$ cat src/design/lsp_pkg.sv
// Lottery scheduler pick: shared types and constants.
// Used by the controller, the datapath, the modulo unit and the checker.
package lsp_pkg;

	localparam int RAND_W    = 32;
	localparam int IDX_W     = 6;
	localparam int TKIN_W    = 16;
	localparam int ST_W      = 2;
	localparam int TOTAL_W   = 22;
	localparam int DIV_CNT_W = $clog2(RAND_W);

	// item kinds
	localparam logic KIND_UPDATE = 1'b0;
	localparam logic KIND_PICK   = 1'b1;

	// entry status codes; code three is stored but never eligible
	localparam logic [ST_W-1:0] ST_IDLE    = 2'd0;
	localparam logic [ST_W-1:0] ST_READY   = 2'd1;
	localparam logic [ST_W-1:0] ST_CURRENT = 2'd2;

	typedef enum logic [3:0] {
		S_CLEAR,
		S_IDLE,
		S_SUM,
		S_SUM_END,
		S_CHECK,
		S_MOD,
		S_SEL,
		S_SEL_END,
		S_PROMOTE,
		S_RESULT
	} lsp_state_t;

	typedef struct packed {
		logic clr_we;     // clearing pass write at sweep address
		logic upd_we;     // update transaction write
		logic sweep_rd;   // read at sweep address, advance it
		logic sel_phase;  // returned read data feeds the select walk
		logic rand_ld;    // capture random draw
		logic sum_clr;    // clear total, running sum, hit flag
		logic mod_start;  // start the modulo unit
		logic promote;    // write winner as current
		logic out_ld;     // load result register
	} lsp_cmd_t;

	typedef struct packed {
		logic last_addr;
		logic mod_done;
		logic total_zero;
		logic out_busy;
	} lsp_sts_t;

endpackage

$ cat src/design/lottery_scheduler_pick.sv
// Channel   Handshake              Payload
// in        in_valid / in_ready    kind, index, ticket_count, entry_status, random_value
// out       out_valid / out_ready  winner, found, ticket_total
//
// Update: written while idle, no result.
// Pick: two sweeps of the entry memory through its single read port, plus a
// 32-step remainder unit; only the first sweep when no eligible tickets.
// One item in flight at a time.
// Reset: a clearing pass zeroes the memory; in_ready is low.
// A waiting result does not block input; a pick only stalls at its end.
// Top level of the lottery scheduler; depends on lsp_pkg, lsp_ctrl, lsp_dp.
module lottery_scheduler_pick import lsp_pkg::*; #(
	parameter int ENTRIES     = 64,
	parameter int TICKET_BITS = 16
) (
	input  logic               clk,
	input  logic               arst_n,
	input  logic               in_valid,
	output logic               in_ready,
	input  logic               kind,
	input  logic [IDX_W-1:0]   index,
	input  logic [TKIN_W-1:0]  ticket_count,
	input  logic [ST_W-1:0]    entry_status,
	input  logic [RAND_W-1:0]  random_value,
	output logic               out_valid,
	input  logic               out_ready,
	output logic [IDX_W-1:0]   winner,
	output logic               found,
	output logic [TOTAL_W-1:0] ticket_total
);

	lsp_cmd_t cmd;
	lsp_sts_t sts;

	lsp_ctrl u_lsp_ctrl (
		.clk      (clk),
		.arst_n   (arst_n),
		.in_valid (in_valid),
		.kind     (kind),
		.in_ready (in_ready),
		.sts      (sts),
		.cmd      (cmd)
	);

	lsp_dp #(
		.ENTRIES     (ENTRIES),
		.TICKET_BITS (TICKET_BITS)
	) u_lsp_dp (
		.clk          (clk),
		.arst_n       (arst_n),
		.cmd          (cmd),
		.sts          (sts),
		.index        (index),
		.ticket_count (ticket_count),
		.entry_status (entry_status),
		.random_value (random_value),
		.out_valid    (out_valid),
		.out_ready    (out_ready),
		.winner       (winner),
		.found        (found),
		.ticket_total (ticket_total)
	);

endmodule

$ cat src/design/lsp_mod.sv
// Iterative remainder unit: restoring division, one dividend bit per cycle.
// Depends on lsp_pkg for the draw width and step counter width.
module lsp_mod import lsp_pkg::*; #(
	parameter int DIV_W = 22
) (
	input  logic              clk,
	input  logic              arst_n,
	input  logic              start,
	input  logic [RAND_W-1:0] dividend,
	input  logic [DIV_W-1:0]  divisor,
	output logic              done,
	output logic [DIV_W-1:0]  rem
);

	logic                 busy_q;
	logic                 done_q;
	logic [DIV_CNT_W-1:0] cnt_q;
	logic [RAND_W-1:0]    a_q;
	logic [DIV_W-1:0]     r_q;
	logic [DIV_W:0]       r_sh;
	logic [DIV_W:0]       r_nxt;

	always_comb begin
		r_sh  = {r_q, a_q[RAND_W-1]};
		r_nxt = r_sh;
		if (r_sh >= {1'b0, divisor}) begin
			r_nxt = r_sh - {1'b0, divisor};
		end
	end

	always_ff @(posedge clk or negedge arst_n) begin
		if (!arst_n) begin
			busy_q <= 1'b0;
			done_q <= 1'b0;
			cnt_q  <= '0;
		end else begin
			done_q <= 1'b0;
			if (start) begin
				busy_q <= 1'b1;
				cnt_q  <= '0;
			end else if (busy_q) begin
				cnt_q <= cnt_q + DIV_CNT_W'(1);
				if (cnt_q == DIV_CNT_W'(RAND_W - 1)) begin
					busy_q <= 1'b0;
					done_q <= 1'b1;
				end
			end
		end
	end

	always_ff @(posedge clk) begin
		if (start) begin
			a_q <= dividend;
			r_q <= '0;
		end else if (busy_q) begin
			a_q <= a_q << 1;
			r_q <= r_nxt[DIV_W-1:0];
		end
	end

	assign done = done_q;
	assign rem  = r_q;

endmodule

$ cat src/design/lsp_dp.sv
// Datapath: entry memory, sum and select walks, modulo unit, result register.
// Depends on lsp_pkg and lsp_mod; driven by lsp_ctrl through lsp_cmd_t.
module lsp_dp import lsp_pkg::*; #(
	parameter int ENTRIES     = 64,
	parameter int TICKET_BITS = 16
) (
	input  logic               clk,
	input  logic               arst_n,
	input  lsp_cmd_t           cmd,
	output lsp_sts_t           sts,
	input  logic [IDX_W-1:0]   index,
	input  logic [TKIN_W-1:0]  ticket_count,
	input  logic [ST_W-1:0]    entry_status,
	input  logic [RAND_W-1:0]  random_value,
	output logic               out_valid,
	input  logic               out_ready,
	output logic [IDX_W-1:0]   winner,
	output logic               found,
	output logic [TOTAL_W-1:0] ticket_total
);

	localparam int AW     = $clog2(ENTRIES);
	localparam int SW     = (TICKET_BITS < TKIN_W) ? TICKET_BITS : TKIN_W;
	localparam int TOT_W  = SW + AW;
	localparam int WORD_W = SW + ST_W;

	// word layout: {status, tickets}
	logic [WORD_W-1:0] mem [ENTRIES];

	logic [AW-1:0]      addr_q;
	logic [AW-1:0]      rd_addr_s1;
	logic               rd_vld_s1;
	logic [WORD_W-1:0]  rd_word_s1;
	logic [SW-1:0]      rd_tk;
	logic [ST_W-1:0]    rd_st;
	logic               rd_elig;

	logic [TOT_W-1:0]   total_q;
	logic [TOT_W-1:0]   run_q;
	logic [TOT_W-1:0]   run_nxt;
	logic [TOT_W-1:0]   target_q;
	logic               hit_q;
	logic [AW-1:0]      win_q;
	logic [SW-1:0]      win_tk_q;
	logic [RAND_W-1:0]  rand_q;

	logic               mem_we;
	logic [AW-1:0]      mem_wa;
	logic [WORD_W-1:0]  mem_wd;
	logic               upd_ok;
	logic               last_addr;
	logic               total_zero;

	logic               mod_done;
	logic [TOT_W-1:0]   mod_rem;

	logic               out_valid_q;
	logic [IDX_W-1:0]   winner_q;
	logic               found_q;
	logic [TOTAL_W-1:0] ticket_total_q;

	assign rd_tk      = rd_word_s1[SW-1:0];
	assign rd_st      = rd_word_s1[WORD_W-1:SW];
	assign rd_elig    = (rd_st == ST_READY) || (rd_st == ST_CURRENT);
	assign run_nxt    = run_q + TOT_W'(rd_tk);
	assign last_addr  = addr_q == AW'(ENTRIES - 1);
	assign total_zero = total_q == '0;
	assign upd_ok     = 32'(index) < 32'(ENTRIES);

	lsp_mod #(
		.DIV_W(TOT_W)
	) u_lsp_mod (
		.clk      (clk),
		.arst_n   (arst_n),
		.start    (cmd.mod_start),
		.dividend (rand_q),
		.divisor  (total_q),
		.done     (mod_done),
		.rem      (mod_rem)
	);

	// single write port: clear, update, promote and demote never overlap
	always_comb begin
		mem_we = 1'b0;
		mem_wa = addr_q;
		mem_wd = '0;
		priority if (cmd.clr_we) begin
			mem_we = 1'b1;
		end else if (cmd.upd_we) begin
			mem_we = upd_ok;
			mem_wa = AW'(index);
			mem_wd = {entry_status, SW'(ticket_count)};
		end else if (cmd.promote) begin
			mem_we = 1'b1;
			mem_wa = win_q;
			mem_wd = {ST_CURRENT, win_tk_q};
		end else if (cmd.sel_phase && rd_vld_s1 && rd_st == ST_CURRENT) begin
			// demote every current entry during the select walk
			mem_we = 1'b1;
			mem_wa = rd_addr_s1;
			mem_wd = {ST_READY, rd_tk};
		end
	end

	always_ff @(posedge clk) begin
		if (mem_we) begin
			mem[mem_wa] <= mem_wd;
		end
		rd_word_s1 <= mem[addr_q];
		rd_addr_s1 <= addr_q;
	end

	always_ff @(posedge clk or negedge arst_n) begin
		if (!arst_n) begin
			addr_q      <= '0;
			rd_vld_s1   <= 1'b0;
			out_valid_q <= 1'b0;
		end else begin
			rd_vld_s1 <= cmd.sweep_rd;
			if (cmd.clr_we || cmd.sweep_rd) begin
				addr_q <= last_addr ? '0 : addr_q + AW'(1);
			end
			if (cmd.out_ld) begin
				out_valid_q <= 1'b1;
			end else if (out_ready) begin
				out_valid_q <= 1'b0;
			end
		end
	end

	always_ff @(posedge clk) begin
		if (cmd.rand_ld) begin
			rand_q <= random_value;
		end
		if (cmd.sum_clr) begin
			total_q <= '0;
			run_q   <= '0;
			hit_q   <= 1'b0;
		end else if (rd_vld_s1 && rd_elig) begin
			if (!cmd.sel_phase) begin
				total_q <= total_q + TOT_W'(rd_tk);
			end else begin
				run_q <= run_nxt;
				if (!hit_q && run_nxt >= target_q) begin
					hit_q    <= 1'b1;
					win_q    <= rd_addr_s1;
					win_tk_q <= rd_tk;
				end
			end
		end
		if (mod_done) begin
			target_q <= mod_rem + TOT_W'(1);
		end
		if (cmd.out_ld) begin
			winner_q       <= total_zero ? '0 : IDX_W'(win_q);
			found_q        <= !total_zero;
			ticket_total_q <= TOTAL_W'(total_q);
		end
	end

	assign sts.last_addr  = last_addr;
	assign sts.mod_done   = mod_done;
	assign sts.total_zero = total_zero;
	assign sts.out_busy   = out_valid_q && !out_ready;

	assign out_valid    = out_valid_q;
	assign winner       = winner_q;
	assign found        = found_q;
	assign ticket_total = ticket_total_q;

endmodule

$ cat src/design/lsp_ctrl.sv
// Controller FSM: clearing pass, update writes, and the pick sequence.
// Depends on lsp_pkg; drives lsp_dp through lsp_cmd_t, reads lsp_sts_t.
module lsp_ctrl import lsp_pkg::*; (
	input  logic     clk,
	input  logic     arst_n,
	input  logic     in_valid,
	input  logic     kind,
	output logic     in_ready,
	input  lsp_sts_t sts,
	output lsp_cmd_t cmd
);

	lsp_state_t state_q;
	lsp_state_t state_d;

	always_ff @(posedge clk or negedge arst_n) begin
		if (!arst_n) begin
			state_q <= S_CLEAR;
		end else begin
			state_q <= state_d;
		end
	end

	always_comb begin
		state_d  = state_q;
		cmd      = '0;
		in_ready = 1'b0;
		unique case (state_q)
			S_CLEAR: begin
				cmd.clr_we = 1'b1;
				if (sts.last_addr) state_d = S_IDLE;
			end
			S_IDLE: begin
				in_ready = 1'b1;
				if (in_valid) begin
					if (kind == KIND_PICK) begin
						cmd.rand_ld = 1'b1;
						cmd.sum_clr = 1'b1;
						state_d     = S_SUM;
					end else begin
						cmd.upd_we = 1'b1;
					end
				end
			end
			S_SUM: begin
				cmd.sweep_rd = 1'b1;
				if (sts.last_addr) state_d = S_SUM_END;
			end
			// last entry's data is summed here
			S_SUM_END: state_d = S_CHECK;
			S_CHECK: begin
				if (sts.total_zero) begin
					state_d = S_RESULT;
				end else begin
					cmd.mod_start = 1'b1;
					state_d       = S_MOD;
				end
			end
			S_MOD: begin
				if (sts.mod_done) state_d = S_SEL;
			end
			S_SEL: begin
				cmd.sweep_rd  = 1'b1;
				cmd.sel_phase = 1'b1;
				if (sts.last_addr) state_d = S_SEL_END;
			end
			S_SEL_END: begin
				cmd.sel_phase = 1'b1;
				state_d       = S_PROMOTE;
			end
			S_PROMOTE: begin
				cmd.promote = 1'b1;
				state_d     = S_RESULT;
			end
			S_RESULT: begin
				if (!sts.out_busy) begin
					cmd.out_ld = 1'b1;
					state_d    = S_IDLE;
				end
			end
			default: state_d = S_CLEAR;
		endcase
	end

endmodule

$ cat config.mk
export PLATFORM = sky130hd
export DESIGN_NAME = lottery_scheduler_pick
export DESIGN_NICKNAME = d
export VERILOG_FILES = /design/src/design/lsp_pkg.sv /design/src/design/lottery_scheduler_pick.sv /design/src/design/lsp_mod.sv /design/src/design/lsp_dp.sv /design/src/design/lsp_ctrl.sv
export SDC_FILE = /design/constraint.sdc
export NUM_CORES = 2
export LEC_CHECK = 0
export ABC_AREA = 1
export BUFFER_PORTS_ARGS = -buffer_cell sky130_fd_sc_hd__buf_2
export CAP_MARGIN = 20
export CORE_AREA = 2 2 417 419
export DETAILED_ROUTE_END_ITERATION = 7
export DIE_AREA = 0 0 419 421
export HOLD_SLACK_MARGIN = 0.08
export SLEW_MARGIN = 30
export SYNTH_ARGS = -nofsm -noshare
export SYNTH_HDL_FRONTEND = slang
export SYNTH_SLANG_ARGS = --single-unit
$ cat constraint.sdc
create_clock -name clk -period 5.25 [get_ports clk]
set_input_delay 0 -clock clk [delete_from_list [all_inputs] [get_ports clk]]
set_output_delay 0 -clock clk [all_outputs]
set_load 0.1 [all_outputs]
# Word-level counts from Yosys, hierarchy flattened
# Memory sizes are Yosys's and may differ from the RTL's. A register that Yosys moved wholly into a read port is not among the register bits.
# Index checks and enable logic that the tools add are counted.
[word_totals] regBits=229 ram_bits=1152 inputBits=61 elab_cells=124 n_memories=1
[mem_list] memory="u_lsp_dp.mem" words=64 width=18 read_ports=1 rd_ports_with_merged_regs=1 write_ports=1 line="lsp_dp.sv:28" source="logic [WORD_W-1:0] mem [ENTRIES];"
[classes] add_sub_neg=6 order_cmp=2 eq_ne=20 muxes=52 bitwise_logic=2 reduce_logical=21
[ops] cell="2-to-1 mux 32 bit" count=2
[ops] cell="2-to-1 mux 18 bit" count=3
[ops] cell="adder 22 x 16 -> 22 bit" count=2
[ops] cell="one-hot mux 4 bit (10 select lines)" count=1
[ops] cell="2-to-1 mux 4 bit" count=8
[ops] cell="2-to-1 mux 6 bit" count=5
[ops] cell="2-to-1 mux 1 bit" count=26
[ops] cell="greater-or-equal comparator 23 x 22 -> 1 bit" count=1
[ops] cell="adder 22 x 1 -> 22 bit, second input constant" count=1
[ops] cell="greater-or-equal comparator 22 bit" count=1
[ops] cell="zero test 22 bit" count=1
[ops] cell="2-to-1 mux 22 bit" count=1
[ops] cell="subtractor 22 bit" count=1
[ops] cell="2-to-1 mux 17 bit" count=1
[ops] cell="equality test 4 x 3 -> 1 bit, second input constant" count=4
[ops] cell="2-to-1 mux 5 bit" count=2
[ops] cell="equality test 4 x 2 -> 1 bit, second input constant" count=2
[ops] cell="equality test 4 bit, second input constant" count=2
[ops] cell="!= test 2 x 1 -> 1 bit, second input constant" count=4
[ops] cell="AND reduction 7 bit" count=1
[ops] cell="adder 6 x 1 -> 6 bit, second input constant" count=1
[ops] cell="equality test 6 bit, second input constant" count=1
[ops] cell="2-to-1 mux 2 bit" count=3
[ops] cell="!= test 2 bit, second input constant" count=3
[ops] cell="other kinds (15)" count=26

# Longest topological paths before layout
[logic_depth] word_depth=11 depth_mapped=20

# Cells and area by module
# From an unflattened synthesis, not the netlist that was laid out.
[unflattened] cells_unflattened=5875 hier_area_um2=61174.9
[modules_own_cells] mod="lsp_dp" instances=1 cells_per_inst=5146 area_per_inst_um2=56330.3 seq_area_each_um2=39327.7
[modules_own_cells] mod="lsp_mod" instances=1 cells_per_inst=672 area_per_inst_um2=4470.5 seq_area_each_um2=1576.5
[modules_own_cells] mod="lsp_ctrl" instances=1 cells_per_inst=57 area_per_inst_um2=374.1 seq_area_each_um2=100.1

# Worst setup path before layout
# OpenSTA, ideal clock, no wires.
[synth_timing] path_type="register to register" start="register u_lsp_ctrl.state_q[3]" end="memory u_lsp_dp.mem[0][1] in the netlist's numbering (data pin)" setup_time_ns=0.702 arrival_ns=3.356 path_slack_ns=1.192 path_stages_with_launch=6 n_path_buf=0 path_cell_list="dfrtp_1 -> inv_1 -> nand2_1 -> nor2_2 -> nand3_1 -> o21ai_0"
[synth_between] elab_chain_cells=9 elab_cells_between_ends=16 classes_between="eq/ne: 4; mux: 8; reduce/logical: 4"
[synth_lines] item="start: declaration" line="lsp_ctrl.sv:13" source="lsp_state_t state_q;"
[synth_lines] item="start signal: assignment" line="lsp_ctrl.sv:20" source="state_q <= state_d;"
[synth_lines] item="equality test 4 x 3 -> 1 bit" line="lsp_ctrl.sv:28" source="unique case (state_q)"
[synth_lines] item="OR reduction 2 bit (no source line)"
[synth_lines] item="2-to-1 mux 1 bit" line="lsp_ctrl.sv:28"
[synth_lines] item="logical AND 1 bit (2 in a row)" line="lsp_dp.sv:97" source="end else if (cmd.sel_phase && rd_vld_s1 && rd_st == ST_CURRENT) begin"
[synth_lines] item="2-to-1 mux 17 bit" line="lsp_dp.sv:97"
[synth_lines] item="2-to-1 mux 18 bit" line="lsp_dp.sv:93" source="end else if (cmd.promote) begin"
[synth_lines] item="2-to-1 mux 18 bit" line="lsp_dp.sv:89" source="end else if (cmd.upd_we) begin"
[synth_lines] item="2-to-1 mux 18 bit (*)" line="lsp_dp.sv:87" source="priority if (cmd.clr_we) begin"
[synth_lines] item="named net u_lsp_dp.mem_wd[1]" line="lsp_dp.sv:49" source="logic [WORD_W-1:0] mem_wd;"
[synth_lines] item="end: declaration" line="lsp_dp.sv:28"
# The timed path passes the listed nets; every way through them passes the cells marked *.

# Worst setup path in the final report
[layout_timing] start="register u_lsp_dp.rd_word_s1[1] (read register of u_lsp_dp.mem)" end="register u_lsp_dp.win_tk_q[15], enable pin"
[layout_between] elab_chain_cells=4
[layout_lines] item="start: declaration" line="lsp_dp.sv:33" source="logic [WORD_W-1:0] rd_word_s1;"
[layout_lines] item="adder 22 x 16 -> 22 bit" line="lsp_dp.sv:65" source="assign run_nxt = run_q + TOT_W'(rd_tk);"
[layout_lines] item="named net u_lsp_dp.run_nxt[20]" line="lsp_dp.sv:40" source="logic [TOT_W-1:0] run_nxt;"
[layout_lines] item="greater-or-equal comparator 22 bit" line="lsp_dp.sv:144" source="if (!hit_q && run_nxt >= target_q) begin"
[layout_lines] item="logical AND 1 bit" line="lsp_dp.sv:144"
[layout_lines] item="AND reduction 4 bit (no source line)"
[layout_lines] item="end signal: assignment" line="lsp_dp.sv:147" source="win_tk_q <= rd_tk;"
[layout_lines] item="end: declaration" line="lsp_dp.sv:44" source="logic [SW-1:0] win_tk_q;"
# The timed path passes the listed nets, and every way through them passes these cells.
# A chain may end at the register's enable or synchronous reset.

==> impl_results.md <==
- Status: complete, no violations
- Crit path max fanout: 22
- Reg2reg end: u_lsp_dp.win_tk_q[15]$_DFFE_PP_
- Adder-Cell Fraction of Synth Area: 0.01792
- Met1 GRT Util: 0.2754
- DRC: 0
- Syn Area/Cell: 11.10 um2
- Kind of critical path: flip-flop to flip-flop
- CTS buffer count: 144
- Compound-Gate Fraction of Synth Area: 0.09832
- Flop2flop setup slack: 1.44 ns
- Worst hold slack: 0.09818 ns
- Post-Syn Instances: 5399
- Share of cells above drive strength 1: 0.09104
- Final hold vios: 0
- PnR worst setup slack: 1.438 ns
- Hold depth: 3
- Pwr Density: 585.2 mW/mm2
- Routed WL: 176400 um
- Vias in the first global route: 39110
- Worst Hold Class: input pin to flip-flop
- Clock Skews: 0.04823 ns
- CP endpoint kind: flip-flop
- Synth top area share: 0.6460
- Initial Util: 0.3474
- Yosys warns: 0
- Total track usage: 0.1955
- Post-layout minimum cycle time: 3.812 ns
- Worst-Margin Slew: 1.008 ns
- Root buffer cell: clkbuf_16
- Register bit count reported by yosys: 1399
- Largest net degree at the start of global routing: 191
- Leak pwr: 24.94 nW
- Crit share post-route: 0.7261
- RSZ-0062 raised after global routing: false
- Top Ports: 92
- Cell variety after synth: 49
- Xor/xnor share of the synthesized area: 0.006724
- WP data arrival: 4.23 ns
- VDD IR max: 386.7 uV
- Worst endpoint required time: 5.67 ns
- Synth-to-Final Area Change: 14.33%
- Initial DRC Count: 5242
- Slew Limit Fails: 0
- Initial antenna violation count: 8
- Clock slew at reported path FFs: 0.06 ns
- WHS Endpoint: u_lsp_dp.mem[29][10]$_DFFE_PP_
- Grt ovf: 0
- Reg2reg start: u_lsp_dp.rd_word_s1[1]$_DFF_P_
- Mapped cell area: 0.05991 mm2
- Register-to-Register Path Depth: 20
- M3 GR Usage: 0.03434
- Largest family of logic cells by synthesized area: simple AND/OR/NAND/NOR gates
- Clock sink total: 1399
- EDFF count, synth: 1289
- CORE AREA: 0.1725 mm2
- Die Area: 0.1764 mm2
- Die X: 419 um
- Drt wl/cell: 22.04 um
- DR vias: 41660
- Seq/Total Area, Yosys: 0.6844
- Post-DRT Antenna Nets: 0
- Detailed Routing Iterations Pass 1: 6
- Die height: 421 um
- Post-synthesis mux area share: 0
- Relative slew margins: 0.3279
- PortBufs: 91
- Placement Setup Slack: 1.441 ns
- Met2 Use GR: 0.3047
- Row count: 153
- Fmax: 0.2623 GHz
- Largest area contributor in the netlist: edfxtp_1
- Critical hold path startpoint: ticket_count[10]
- Setup_tns: 0 ns
- First-pass GRT wire length: 258700 um
- Clk_lat worst skew: 0.80 ns
- Routability cong.: 0.9526
- Vias per cell: 5.205
- Max-Cap Viols: 0
- Area contributors post-synth: edfxtp_1 65%, nor2_1 5.9%, nand2_1 5.6%
- H-Tree Depth: 4
- Synth Net Count: 5544
- Nets@finish: 5715
- GRT Max-Usage Layer: met2
- Final core utilization: 0.3972
- Crit start category: flip-flop
- Hpwl dp: 107100 um
- Synth Flop Type: edfxtp_1
- Final setup fails: 0
- Pwr Total: 40.09 mW
- Post-Synth Simple-Gate Area: 0.1490
- Post-synth ARST share: 0.01358
- Clock Tree Buf Depth: 3
- TritonCTS clock tree: yes
## layout make-up
type                       instances  area (um2)
multi-input combinational       3387       16500
clock inverter                    73       584.3
antenna                            1       2.502
fill                           16390      104000
tap                             2325        2909
timing repair buffer             298        2365
inverter                         340        1295
sequential                      1399       41020
clock buffer                     182        3826
## cell families (layout without fill, tap and decap cells)
logic type | after synthesis | in the layout
fa+ha+maj | 84 | 84
flops | 1399 | 1399
other cells | 0 | 1
compound gates | 1057 | 1057
simple gates | 2200 | 2200
buf+inv | 613 | 893
xor+xnor | 46 | 46
## repair_timing
| item | 4_1_cts | 5_1_grt |
|---|---|---|
| hold buffers | 76 | 2 |
| setup buffers | 0 | 0 |
| resized for setup | 0 | 0 |
| hold endpoints to repair | 231 | 27 |
## cells in the final DEF, fill, tap and decap left out, types with 5 or more instances in the layout
cell / n
nand2_1: 875
o21ai_1: 58
a21oi_1: 113
nor2_2: 23
clkinv_2: 21
o22ai_1: 98
o21bai_1: 8
nand3b_1: 18
or2_2: 10
o221ai_1: 6
dfrtp_1: 15
inv_6: 6
o21ai_0: 597
dfxtp_1: 91
ha_1: 81
nor2_4: 13
nand2_4: 6
clkbuf_1: 30
inv_2: 11
dlygate4sd3_1: 77
xnor2_1: 12
buf_12: 10
o211ai_1: 146
nand4_1: 35
a22oi_1: 16
clkbuf_16: 144
xor2_1: 34
inv_1: 324
buf_4: 117
nand3_1: 252
nor2_1: 916
nor3_1: 16
nand2_2: 20
a21o_1: 5
clkbuf_8: 8
edfxtp_1: 1289
buf_2: 92
clkinv_1: 31
a31oi_1: 5
## worst max-delay path by stage
| stage | start | to | slack, ns | depth (start not counted) |
|---|---|---|---|---|
| after floorplan | u_lsp_ctrl.state_q[3]$_DFFE_PN0P_ | u_lsp_dp.mem[0][1]$_DFFE_PP_ | 1.19 | 5 |
| after global placement | u_lsp_dp.rd_word_s1[1]$_DFF_P_ | u_lsp_dp.win_q[0]$_DFFE_PP_ | 1.41 | 20 |
| after detailed placement | u_lsp_dp.rd_word_s1[1]$_DFF_P_ | u_lsp_dp.win_tk_q[12]$_DFFE_PP_ | 1.44 | 20 |
| after CTS | u_lsp_dp.rd_word_s1[1]$_DFF_P_ | u_lsp_dp.win_tk_q[12]$_DFFE_PP_ | 1.44 | 20 |
| after global routing | u_lsp_dp.rd_word_s1[0]$_DFF_P_ | u_lsp_dp.win_tk_q[12]$_DFFE_PP_ | 1.01 | 21 |
| final | u_lsp_dp.rd_word_s1[1]$_DFF_P_ | u_lsp_dp.win_tk_q[15]$_DFFE_PP_ | 1.44 | 20 |
## power breakdown
group          internal (mW)  switching, mW  total [mW]
clock network           5.30           4.42        9.73
logic                   4.53           11.5        16.0
registers               13.5          0.864        14.4
## worst max-delay path, cell delays in order, from the launching register on
cell,delay [ns]
dfxtp_1,0.41
inv_1,0.19
fa_1,0.46
o21ai_0,0.41
nand2_1,0.10
nand2_1,0.17
nand2_1,0.11
nand2_1,0.16
nand2_1,0.08
nand2_1,0.08
nand2_1,0.06
ha_1,0.27
nand2_1,0.07
nor2_1,0.15
nand2_1,0.07
inv_1,0.07
nand4_1,0.09
nand4_1,0.08
nand2_1,0.07
inv_1,0.06
buf_4,0.30
## sequential cells by signal, summed over array words and instances, names as in the netlist, 16 cells and up
register	cells
u_lsp_dp.mem	1152
u_lsp_dp.rand_q	32
u_lsp_dp.u_lsp_mod.a_q	32
u_lsp_dp.run_q	22
u_lsp_dp.target_q	22
u_lsp_dp.ticket_total	22
u_lsp_dp.total_q	22
u_lsp_dp.u_lsp_mod.rem	22
u_lsp_dp.rd_word_s1	18
u_lsp_dp.win_tk_q	16
## through the flow
stage	cell area, um2	std cells
after floorplan	59920	5399
after global placement	63190	7669
after detailed placement	63280	7671
after CTS	68450	8002
after global routing	68500	8004
final	68500	8005
## metal layers
metal | vias up | share of wire
met5 | - | 0.000074
met4 | 2 | 0.031
met3 | 279 | 0.080
met2 | 1732 | 0.46
met1 | 20400 | 0.43
li1 | 19250 | -
## synth_stat cells (34+ instances only)
master	n
edfxtp_1	1289
nor2_1	944
nand2_1	893
o21ai_0	598
inv_1	328
nand3_1	252
clkbuf_1	146
o211ai_1	146
a21oi_1	113
o22ai_1	98
dfxtp_1	91
ha_1	81
buf_2	71
o21ai_1	58
nand4_1	35
xor2_1	34
Note: power is estimated with default switching activity, not from simulation.
